[config.mk]
export PLATFORM = sky130hd
export DESIGN_NAME = sorted_priority_queue
export DESIGN_NICKNAME = d
export VERILOG_FILES = /design/src/hdl/spq_pkg.sv /design/src/hdl/sorted_priority_queue.sv /design/src/hdl/spq_ram.sv
export VERILOG_INCLUDE_DIRS = /design/src /design/src/hdl
export SDC_FILE = /design/constraint.sdc
export NUM_CORES = 2
export LEC_CHECK = 0
export BUFFER_PORTS_ARGS = -buffer_cell sky130_fd_sc_hd__clkbuf_2
export CAP_MARGIN = 20
export CORE_MARGIN = 3
export CORE_UTILIZATION = 62
export CTS_CLUSTER_DIAMETER = 100
export CTS_CLUSTER_SIZE = 14
export DETAILED_ROUTE_END_ITERATION = 12
export PLACE_DENSITY = 0.79
export RECOVER_POWER = 50
export SLEW_MARGIN = 0
export SYNTH_ARGS = -nofsm -noshare
export SYNTH_HDL_FRONTEND = slang
export SYNTH_SLANG_ARGS = --single-unit
[constraint.sdc]
create_clock -name clock -period 6.3 [get_ports clock]
set_input_delay 0 -clock clock [delete_from_list [all_inputs] [get_ports clock]]
set_output_delay 0 -clock clock [all_outputs]
set_load 0.1 [all_outputs]
[src/hdl/sorted_priority_queue_defines.svh]
// assertion macros for the sorted priority queue
// no dependencies; included by files that carry concurrent checks
`ifndef SORTED_PRIORITY_QUEUE_DEFINES_SVH
`define SORTED_PRIORITY_QUEUE_DEFINES_SVH

`ifndef ASSERT_OFF
// property must hold at every clock edge outside reset
`define SPQ_ASSERT(label, clk, rst, prop) \
   label: assert property (@(posedge clk) disable iff (rst) (prop)) \
      else $error("sorted priority queue check failed");
// condition must never be true outside reset
`define SPQ_ASSERT_NEVER(label, clk, rst, cond) \
   label: assert property (@(posedge clk) disable iff (rst) !(cond)) \
      else $error("sorted priority queue forbidden condition");
`else
`define SPQ_ASSERT(label, clk, rst, prop)
`define SPQ_ASSERT_NEVER(label, clk, rst, cond)
`endif

`endif

[src/hdl/spq_pkg.sv]
// shared types, constants and helpers of the sorted priority queue
// no dependencies; used by spq_ram users and the top level
package spq_pkg;

   // queue size and derived widths
   localparam int DEPTH = 16;
   localparam int IDX_W = (DEPTH > 1) ? $clog2(DEPTH) : 1;
   localparam int CNT_W = $clog2(DEPTH + 1);
   localparam int SUM_W = IDX_W + 1;

   // field widths
   localparam int TAG_W  = 16;
   localparam int FARE_W = 24;
   localparam int PTS_W  = 20;
   localparam int KEY_W  = 27;
   localparam int OCC_W  = 5;
   localparam int STAT_W = 2;

   // key = fare + 100 * points
   localparam int PTS_SCALE = 100;

   // stream widths
   localparam int REQ_DATA_W = 64;
   localparam int RSP_DATA_W = 72;

   typedef logic [IDX_W-1:0]  idx_type;
   typedef logic [CNT_W-1:0]  cnt_type;
   typedef logic [SUM_W-1:0]  sum_type;
   typedef logic [TAG_W-1:0]  tag_type;
   typedef logic [FARE_W-1:0] fare_type;
   typedef logic [PTS_W-1:0]  pts_type;
   typedef logic [KEY_W-1:0]  key_type;
   typedef logic [OCC_W-1:0]  occ_type;

   typedef enum logic [STAT_W-1:0] {
      STATUS_INSERTED = 2'd0,
      STATUS_REMOVED  = 2'd1,
      STATUS_EMPTY    = 2'd2,
      STATUS_FULL     = 2'd3
   } status_type;

   typedef enum logic {
      ACTION_INSERT = 1'b0,
      ACTION_REMOVE = 1'b1
   } action_type;

   // one stored entry, key kept alongside so a scan step is a single compare
   typedef struct packed {
      key_type  key;
      pts_type  pts;
      fare_type fare;
      tag_type  tag;
   } entry_type;

   localparam int ENTRY_W = $bits(entry_type);

   // circular index: sum of head and offset is always below twice the depth
   function automatic idx_type wrap_idx(sum_type a);
      if (a >= sum_type'(DEPTH)) begin
         return idx_type'(a - sum_type'(DEPTH));
      end
      return idx_type'(a);
   endfunction

endpackage

[src/hdl/sorted_priority_queue.sv]
// sorted priority queue, uses spq_pkg and spq_ram: entries ascending by fare + 100 * points
// a remove reads the head entry; a full insert or empty remove responds straight away;
// an insert scans down from the tail moving each larger-key entry up one slot, then writes
// itself into the freed slot; one request at a time, the next is accepted the cycle after the
// result is loaded into the output register, which waits while a held response blocks it
// synchronous active-high reset empties the queue; ram contents are not cleared
module sorted_priority_queue (
   input  logic                            clock,
   input  logic                            reset,
   // request channel
   input  logic                            req_tvalid,
   output logic                            req_tready,
   // tag[15:0], fare_cents[39:16], points[59:40], zero pad
   input  logic [spq_pkg::REQ_DATA_W-1:0]  req_tdata,
   input  logic                            req_tuser,  // action
   // response channel
   output logic                            rsp_tvalid,
   input  logic                            rsp_tready,
   // out_tag[15:0], out_fare_cents[39:16], out_points[59:40], occupancy[64:60], zero pad
   output logic [spq_pkg::RSP_DATA_W-1:0]  rsp_tdata,
   output logic [1:0]                      rsp_tuser   // status
);

`include "sorted_priority_queue_defines.svh"

   typedef enum logic [6:0] {
      ST_IDLE    = 7'b0000001,
      ST_START   = 7'b0000010,
      ST_INS_RD  = 7'b0000100,
      ST_INS_CMP = 7'b0001000,
      ST_RM_RD   = 7'b0010000,
      ST_RM_CAP  = 7'b0100000,
      ST_DONE    = 7'b1000000
   } state_type;

   state_type                       state_ff, state_in;
   spq_pkg::cnt_type                count_ff, count_in;
   spq_pkg::idx_type                head_ff, head_in;
   spq_pkg::cnt_type                pos_ff, pos_in;
   spq_pkg::entry_type              new_ff, new_in;
   logic                            action_ff, action_in;
   spq_pkg::status_type             status_ff, status_in;
   spq_pkg::tag_type                otag_ff, otag_in;
   spq_pkg::fare_type               ofare_ff, ofare_in;
   spq_pkg::pts_type                opts_ff, opts_in;
   logic                            rsp_valid_ff, rsp_valid_in;
   logic [spq_pkg::RSP_DATA_W-1:0]  rsp_data_ff, rsp_data_in;
   logic [1:0]                      rsp_user_ff, rsp_user_in;

   logic                    ram_wr_en;
   spq_pkg::idx_type        ram_wr_addr;
   spq_pkg::entry_type      ram_wr_data;
   logic                    ram_rd_en;
   spq_pkg::idx_type        ram_rd_addr;
   spq_pkg::entry_type      ram_rd_data;
   spq_pkg::idx_type        addr_at_pos;
   spq_pkg::idx_type        addr_below_pos;
   logic                    req_accept;
   logic                    slot_free;

   // entry store
   spq_ram #(
      .WIDTH (spq_pkg::ENTRY_W),
      .DEPTH (spq_pkg::DEPTH)
   ) u_store (
      .clock   (clock),
      .wr_en   (ram_wr_en),
      .wr_addr (ram_wr_addr),
      .wr_data (ram_wr_data),
      .rd_en   (ram_rd_en),
      .rd_addr (ram_rd_addr),
      .rd_data (ram_rd_data)
   );

   assign req_tready = (state_ff == ST_IDLE);
   assign req_accept = req_tvalid && req_tready;
   assign slot_free  = !rsp_valid_ff || rsp_tready;

   // ram slots at the scan position and just below it
   assign addr_at_pos = spq_pkg::wrap_idx(spq_pkg::sum_type'(head_ff)
                                          + spq_pkg::sum_type'(pos_ff));
   assign addr_below_pos = spq_pkg::wrap_idx(spq_pkg::sum_type'(head_ff)
                                             + spq_pkg::sum_type'(pos_ff)
                                             - spq_pkg::sum_type'(1));

   // sequencer
   always_comb begin
      state_in     = state_ff;
      count_in     = count_ff;
      head_in      = head_ff;
      pos_in       = pos_ff;
      new_in       = new_ff;
      action_in    = action_ff;
      status_in    = status_ff;
      otag_in      = otag_ff;
      ofare_in     = ofare_ff;
      opts_in      = opts_ff;
      rsp_valid_in = rsp_valid_ff;
      rsp_data_in  = rsp_data_ff;
      rsp_user_in  = rsp_user_ff;
      ram_wr_en    = 1'b0;
      ram_wr_addr  = addr_at_pos;
      ram_wr_data  = new_ff;
      ram_rd_en    = 1'b0;
      ram_rd_addr  = addr_below_pos;

      // response register drains independently
      if (rsp_valid_ff && rsp_tready) begin
         rsp_valid_in = 1'b0;
      end

      unique case (state_ff)
         ST_IDLE: begin
            if (req_accept) begin
               action_in   = req_tuser;
               new_in.tag  = req_tdata[15:0];
               new_in.fare = req_tdata[39:16];
               new_in.pts  = req_tdata[59:40];
               new_in.key  = '0;
               state_in    = ST_START;
            end
         end
         ST_START: begin
            // key computed once per request; removed-entry fields default to zero
            new_in.key = spq_pkg::key_type'(new_ff.fare)
                       + spq_pkg::key_type'(new_ff.pts)
                       * spq_pkg::key_type'(spq_pkg::PTS_SCALE);
            otag_in  = '0;
            ofare_in = '0;
            opts_in  = '0;
            pos_in   = count_ff;
            if (action_ff == spq_pkg::ACTION_INSERT) begin
               if (count_ff >= spq_pkg::cnt_type'(spq_pkg::DEPTH)) begin
                  status_in = spq_pkg::STATUS_FULL;
                  state_in  = ST_DONE;
               end else begin
                  state_in = ST_INS_RD;
               end
            end else begin
               if (count_ff == '0) begin
                  status_in = spq_pkg::STATUS_EMPTY;
                  state_in  = ST_DONE;
               end else begin
                  state_in = ST_RM_RD;
               end
            end
         end
         ST_INS_RD: begin
            if (pos_ff == '0) begin
               // reached the front: place the new entry at the head
               ram_wr_en = 1'b1;
               count_in  = count_ff + spq_pkg::cnt_type'(1);
               status_in = spq_pkg::STATUS_INSERTED;
               state_in  = ST_DONE;
            end else begin
               ram_rd_en = 1'b1;
               state_in  = ST_INS_CMP;
            end
         end
         ST_INS_CMP: begin
            ram_wr_en = 1'b1;
            if (ram_rd_data.key > new_ff.key) begin
               // larger key moves up one slot, keep scanning down
               ram_wr_data = ram_rd_data;
               pos_in      = pos_ff - spq_pkg::cnt_type'(1);
               state_in    = ST_INS_RD;
            end else begin
               // equal or smaller key stays ahead of the new entry
               count_in  = count_ff + spq_pkg::cnt_type'(1);
               status_in = spq_pkg::STATUS_INSERTED;
               state_in  = ST_DONE;
            end
         end
         ST_RM_RD: begin
            ram_rd_en   = 1'b1;
            ram_rd_addr = head_ff;
            state_in    = ST_RM_CAP;
         end
         ST_RM_CAP: begin
            otag_in   = ram_rd_data.tag;
            ofare_in  = ram_rd_data.fare;
            opts_in   = ram_rd_data.pts;
            head_in   = spq_pkg::wrap_idx(spq_pkg::sum_type'(head_ff)
                                          + spq_pkg::sum_type'(1));
            count_in  = count_ff - spq_pkg::cnt_type'(1);
            status_in = spq_pkg::STATUS_REMOVED;
            state_in  = ST_DONE;
         end
         ST_DONE: begin
            if (slot_free) begin
               rsp_valid_in = 1'b1;
               rsp_user_in  = status_ff;
               rsp_data_in  = {7'b0, spq_pkg::occ_type'(count_ff), opts_ff, ofare_ff, otag_ff};
               state_in     = ST_IDLE;
            end
         end
         default: begin
            state_in = ST_IDLE;
         end
      endcase
   end

   // control registers
   always_ff @(posedge clock) begin
      if (reset) begin
         state_ff     <= ST_IDLE;
         count_ff     <= '0;
         head_ff      <= '0;
         rsp_valid_ff <= 1'b0;
      end else begin
         state_ff     <= state_in;
         count_ff     <= count_in;
         head_ff      <= head_in;
         rsp_valid_ff <= rsp_valid_in;
      end
   end

   // payload registers
   always_ff @(posedge clock) begin
      pos_ff      <= pos_in;
      new_ff      <= new_in;
      action_ff   <= action_in;
      status_ff   <= status_in;
      otag_ff     <= otag_in;
      ofare_ff    <= ofare_in;
      opts_ff     <= opts_in;
      rsp_data_ff <= rsp_data_in;
      rsp_user_ff <= rsp_user_in;
   end

   assign rsp_tvalid = rsp_valid_ff;
   assign rsp_tdata  = rsp_data_ff;
   assign rsp_tuser  = rsp_user_ff;

   // checks
   `SPQ_ASSERT_NEVER(a_count_max, clock, reset, count_ff > spq_pkg::cnt_type'(spq_pkg::DEPTH))
   `SPQ_ASSERT(a_rsp_hold, clock, reset, (rsp_valid_ff && !rsp_tready) |=> $stable(rsp_data_ff))
   `SPQ_ASSERT(a_scan_nonzero, clock, reset, (state_ff == ST_INS_CMP) |-> (pos_ff != '0))
   `SPQ_ASSERT(a_pop_count, clock, reset, (state_ff == ST_RM_CAP) |=> (count_ff < $past(count_ff)))

endmodule

[src/hdl/spq_ram.sv]
// generic single-write, single-read ram with registered read data
// no dependencies
module spq_ram #(
   parameter int WIDTH = 8,
   parameter int DEPTH = 16
) (
   input  logic                                        clock,
   input  logic                                        wr_en,
   input  logic [((DEPTH > 1) ? $clog2(DEPTH) : 1)-1:0] wr_addr,
   input  logic [WIDTH-1:0]                            wr_data,
   input  logic                                        rd_en,
   input  logic [((DEPTH > 1) ? $clog2(DEPTH) : 1)-1:0] rd_addr,
   output logic [WIDTH-1:0]                            rd_data
);

   logic [WIDTH-1:0] mem_ff [DEPTH];
   logic [WIDTH-1:0] rd_data_ff;

   // write port
   always_ff @(posedge clock) begin
      if (wr_en) begin
         mem_ff[wr_addr] <= wr_data;
      end
   end

   // registered read port
   always_ff @(posedge clock) begin
      if (rd_en) begin
         rd_data_ff <= mem_ff[rd_addr];
      end
   end

   assign rd_data = rd_data_ff;

endmodule
==> flow_summary_export.csv <==
group,metric,value,unit
synth,netlist_top_cells_count,"edfxtp_1 (1,701), nand2_1 (736), a211oi_1 (442)",
clock_tree,insertion_delay,760,ps
floorplan,io_pins,145,
synth,syn_inst,4855,
worst_setup_path,r2r-end,"u_store.rd_data[66]",
final_layout,synthToLayoutAreaGrowth,9.41,%
clock_tree,tritoncts,"built",
floorplan,fp-row-count,123,
timing,min_period_over_period,0.922,
worst_setup_path,cp_max_fo,49,
pwr,vdd_ir_drop_max,0.000248,V
synth,synth_edf_count,1701,
timing,relSlewSlack,-1.48,
timing,fmaxAchievable,172,MHz
clock_tree,htreeDepth,4,
final_layout,fin_area,77300,um2
floorplan,die_h,344,um
worst_setup_path,worst_ep_required_time,6660,ps
worst_setup_path,cp-startpoint,"state_ff[6]",
pwr,power_density,299,nW/um2
clock_tree,cts.sink_count,1718,
timing,setup_tns,0,ps
drt,drc,0,
placement,place_area,72800,um2
floorplan,initial_core_util,0.626,
drt,drt_pass1_iterations,6,
worst_setup_path,cp.arrival,6160,ps
outcome,status,"finished, violations left",
clock_tree,post_cts_resized,0,
worst_setup_path,end_kind,"flip-flop",
outcome,failed_checks,"max-capacitance violations, max-slew violations",
final_layout,drive_gt1_frac,0.0677,
final_layout,num-fill-cells,7246,
floorplan,die_x,344,um
worst_setup_path,worstReg2RegStart,"state_ff[6]",
synth,syn_area,70700,um2
final_layout,nets,5212,
worst_setup_path,worstSetupPathType,"reg2reg",
global_route,grt_pass1_wl,247000,um
global_route,grt_max_degree,177,
worst_setup_path,r2r_cells,4,
flow_run,maxCapViolCount,32,
final_layout,finalNonFillerCells,6528,
clock_tree,cts_buffers,140,
placement,portBuffers,133,
synth,synth_area_leader_cell,"edfxtp_1",
global_route,grtUsageTotal,0.278,
synth,ys_seq_area_frac,0.728,
clock_tree,root_buffer,"clkbuf_16",
synth,yosys_register_bits,1718,
clock_tree,path_clk_slew,70,ps
floorplan,die_area,118000,um2
final_layout,seq_area,51400,um2
global_route,gr-total-overflow,0,
drt,dr_total_vias,42106,
min_path,hold_class,"in2reg",
timing,rsz0062_at_grt,"no",
global_route,grt_pass1_vias,41009,
synth,synthTopCellsByArea,"edfxtp_1 (72%), a211oi_1 (4.7%), nand2_1 (3.9%), and2_1 (2.4%), ha_1 (2.3%)",
synth,synthArstFlopShare,0,
clock_tree,clock_path_buffers,3,
worst_setup_path,cp-endpoint,"u_store.rd_data[66]",
placement,place_hpwl,81600,um
placement,finalWeightedCongestion,0.841,
timing,hold_viol_final,0,
drt,via_per_inst,6.45,
global_route,antenna_found_initial,7,
placement,placed_cells,6240,
timing,holdWs,45.4,ps
timing,tightest_slew,3720,ps
drt,final_antenna_net_count,0,
final_layout,multi_input_area,17400,um2
timing,fin_crit,5810,ps
synth,ys.flop_type,"edfxtp_1",
synth,synth_top_area_share,0.723,
drt,wl_per_cell,25.2,um
timing,clock-skew-final,28.3,ps
worst_setup_path,start_kind,"flip-flop",
timing,setup_viol,0,
floorplan,core,113000,um2
worst_setup_path,reg2reg_slack,490,ps
synth,yosysWarnings,0,
pwr,p_leak,25.3,nW
drt,drtIter0Drc,5555,
drt,drt-total-wl,165000,um
synth,yosysMostFrequentCell,"edfxtp_1",
timing,finalMaxSlewViolations,1418,
synth,yosysUniqueCellTypes,63,
synth,synth_area_per_cell,14.6,um2
clock_tree,post-cts-setup-buffers,0,
## cell usage in the layout, fill, tap and decap left out, types with 69 or more instances in the layout
master	count
inv_1	112
a311oi_1	175
and2_0	185
nand2_1	736
clkbuf_1	107
edfxtp_1	1701
ha_1	128
a21oi_1	214
a211oi_1	442
and2_1	224
nor2_1	69
clkbuf_16	142
dlygate4sd3_1	115
a31oi_1	181
## power by group
group | internal [mW] | total (mW) | switching, mW
Combinational | 0.953 | 2.47 | 1.51
Sequential | 12.7 | 12.8 | 0.0828
Clock | 4.05 | 7.82 | 3.77
## worst min path at each step
stage                              from         end  slack [ps]  cells past startpoint
after floorplan                   reset  head_ff[1]          70                      1
after global placement    req_tdata[10]  new_ff[10]         180                      1
after detailed placement  req_tdata[30]  new_ff[30]         180                      1
after CTS                 req_tdata[57]  new_ff[57]           2                      2
after global routing      req_tdata[57]  new_ff[57]           6                      2
final                     req_tdata[57]  new_ff[57]          50                      2
## sequential cells by signal, summed over array words and instances, names as in the netlist
signal           flops
ofare_ff            24
new_ff              87
head_ff              4
u_store.mem_ff    1392
rsp_tuser            2
rsp_tdata           65
pos_ff               5
u_store.rd_data     87
opts_ff             20
otag_ff             16
state_ff             7
status_ff            2
action_ff            1
rsp_tvalid           1
count_ff             5
## per-layer routing
metal  vias to the layer above  global-route usage  share of wire
li1                      18697                   -              -
met1                     20861               0.392           0.39
met2                      2196               0.446           0.48
met3                       348              0.0472          0.096
met4                         4              0.0942          0.030
met5                         -                   0        0.00014
## worst max-delay path, stage by stage (launching register included)
cell	delay (ps)
dfxtp_1	340
nor4_1	560
nand4bb_1	780
nand2_1	2370
clkbuf_4	1290
## cell families after synthesis
group | count (synthesis) | share of synthesized area
adder cells (fa/ha/maj) | 146 | 0.0278
AND/OR/NAND/NOR | 1305 | 0.0872
XOR/XNOR | 52 | 0.00645
buffers and inverters | 431 | 0.0268
multiplexers | 89 | 0.0141
flip-flops | 1718 | 0.728
AO/OA/AOI/OAI | 1113 | 0.110
other | 1 | 0.0000531
## repair_timing
| item | 4_1_cts | 5_1_grt |
|---|---|---|
| setup endpoints to repair | 0 | 0 |
| hold buffers | 115 | 0 |
| hold endpoints to repair | 102 | 0 |
## through the flow
stage | power, mW | utilization | setup slack (ps)
5_1_grt | 23.9 | 0.685 | 268
4_1_cts | 23.2 | 0.689 | 738
6_report | 23.1 | 0.685 | 494
3_5_place_dp | 15.4 | 0.645 | 783
3_3_place_gp | 15.4 | 0.645 | 940
2_1_floorplan | 14.9 | - | 580
## cell type report
class	count	share of cell area
clock buffer	155	0.0466
timing repair buffer	312	0.0305
clock inverter	14	0.00230
tap	1500	0.0243
multi-input combinational	2712	0.226
sequential	1718	0.665
antenna	4	0.000129
inverter	113	0.00550
Note: power is estimated with default switching activity, not from simulation.
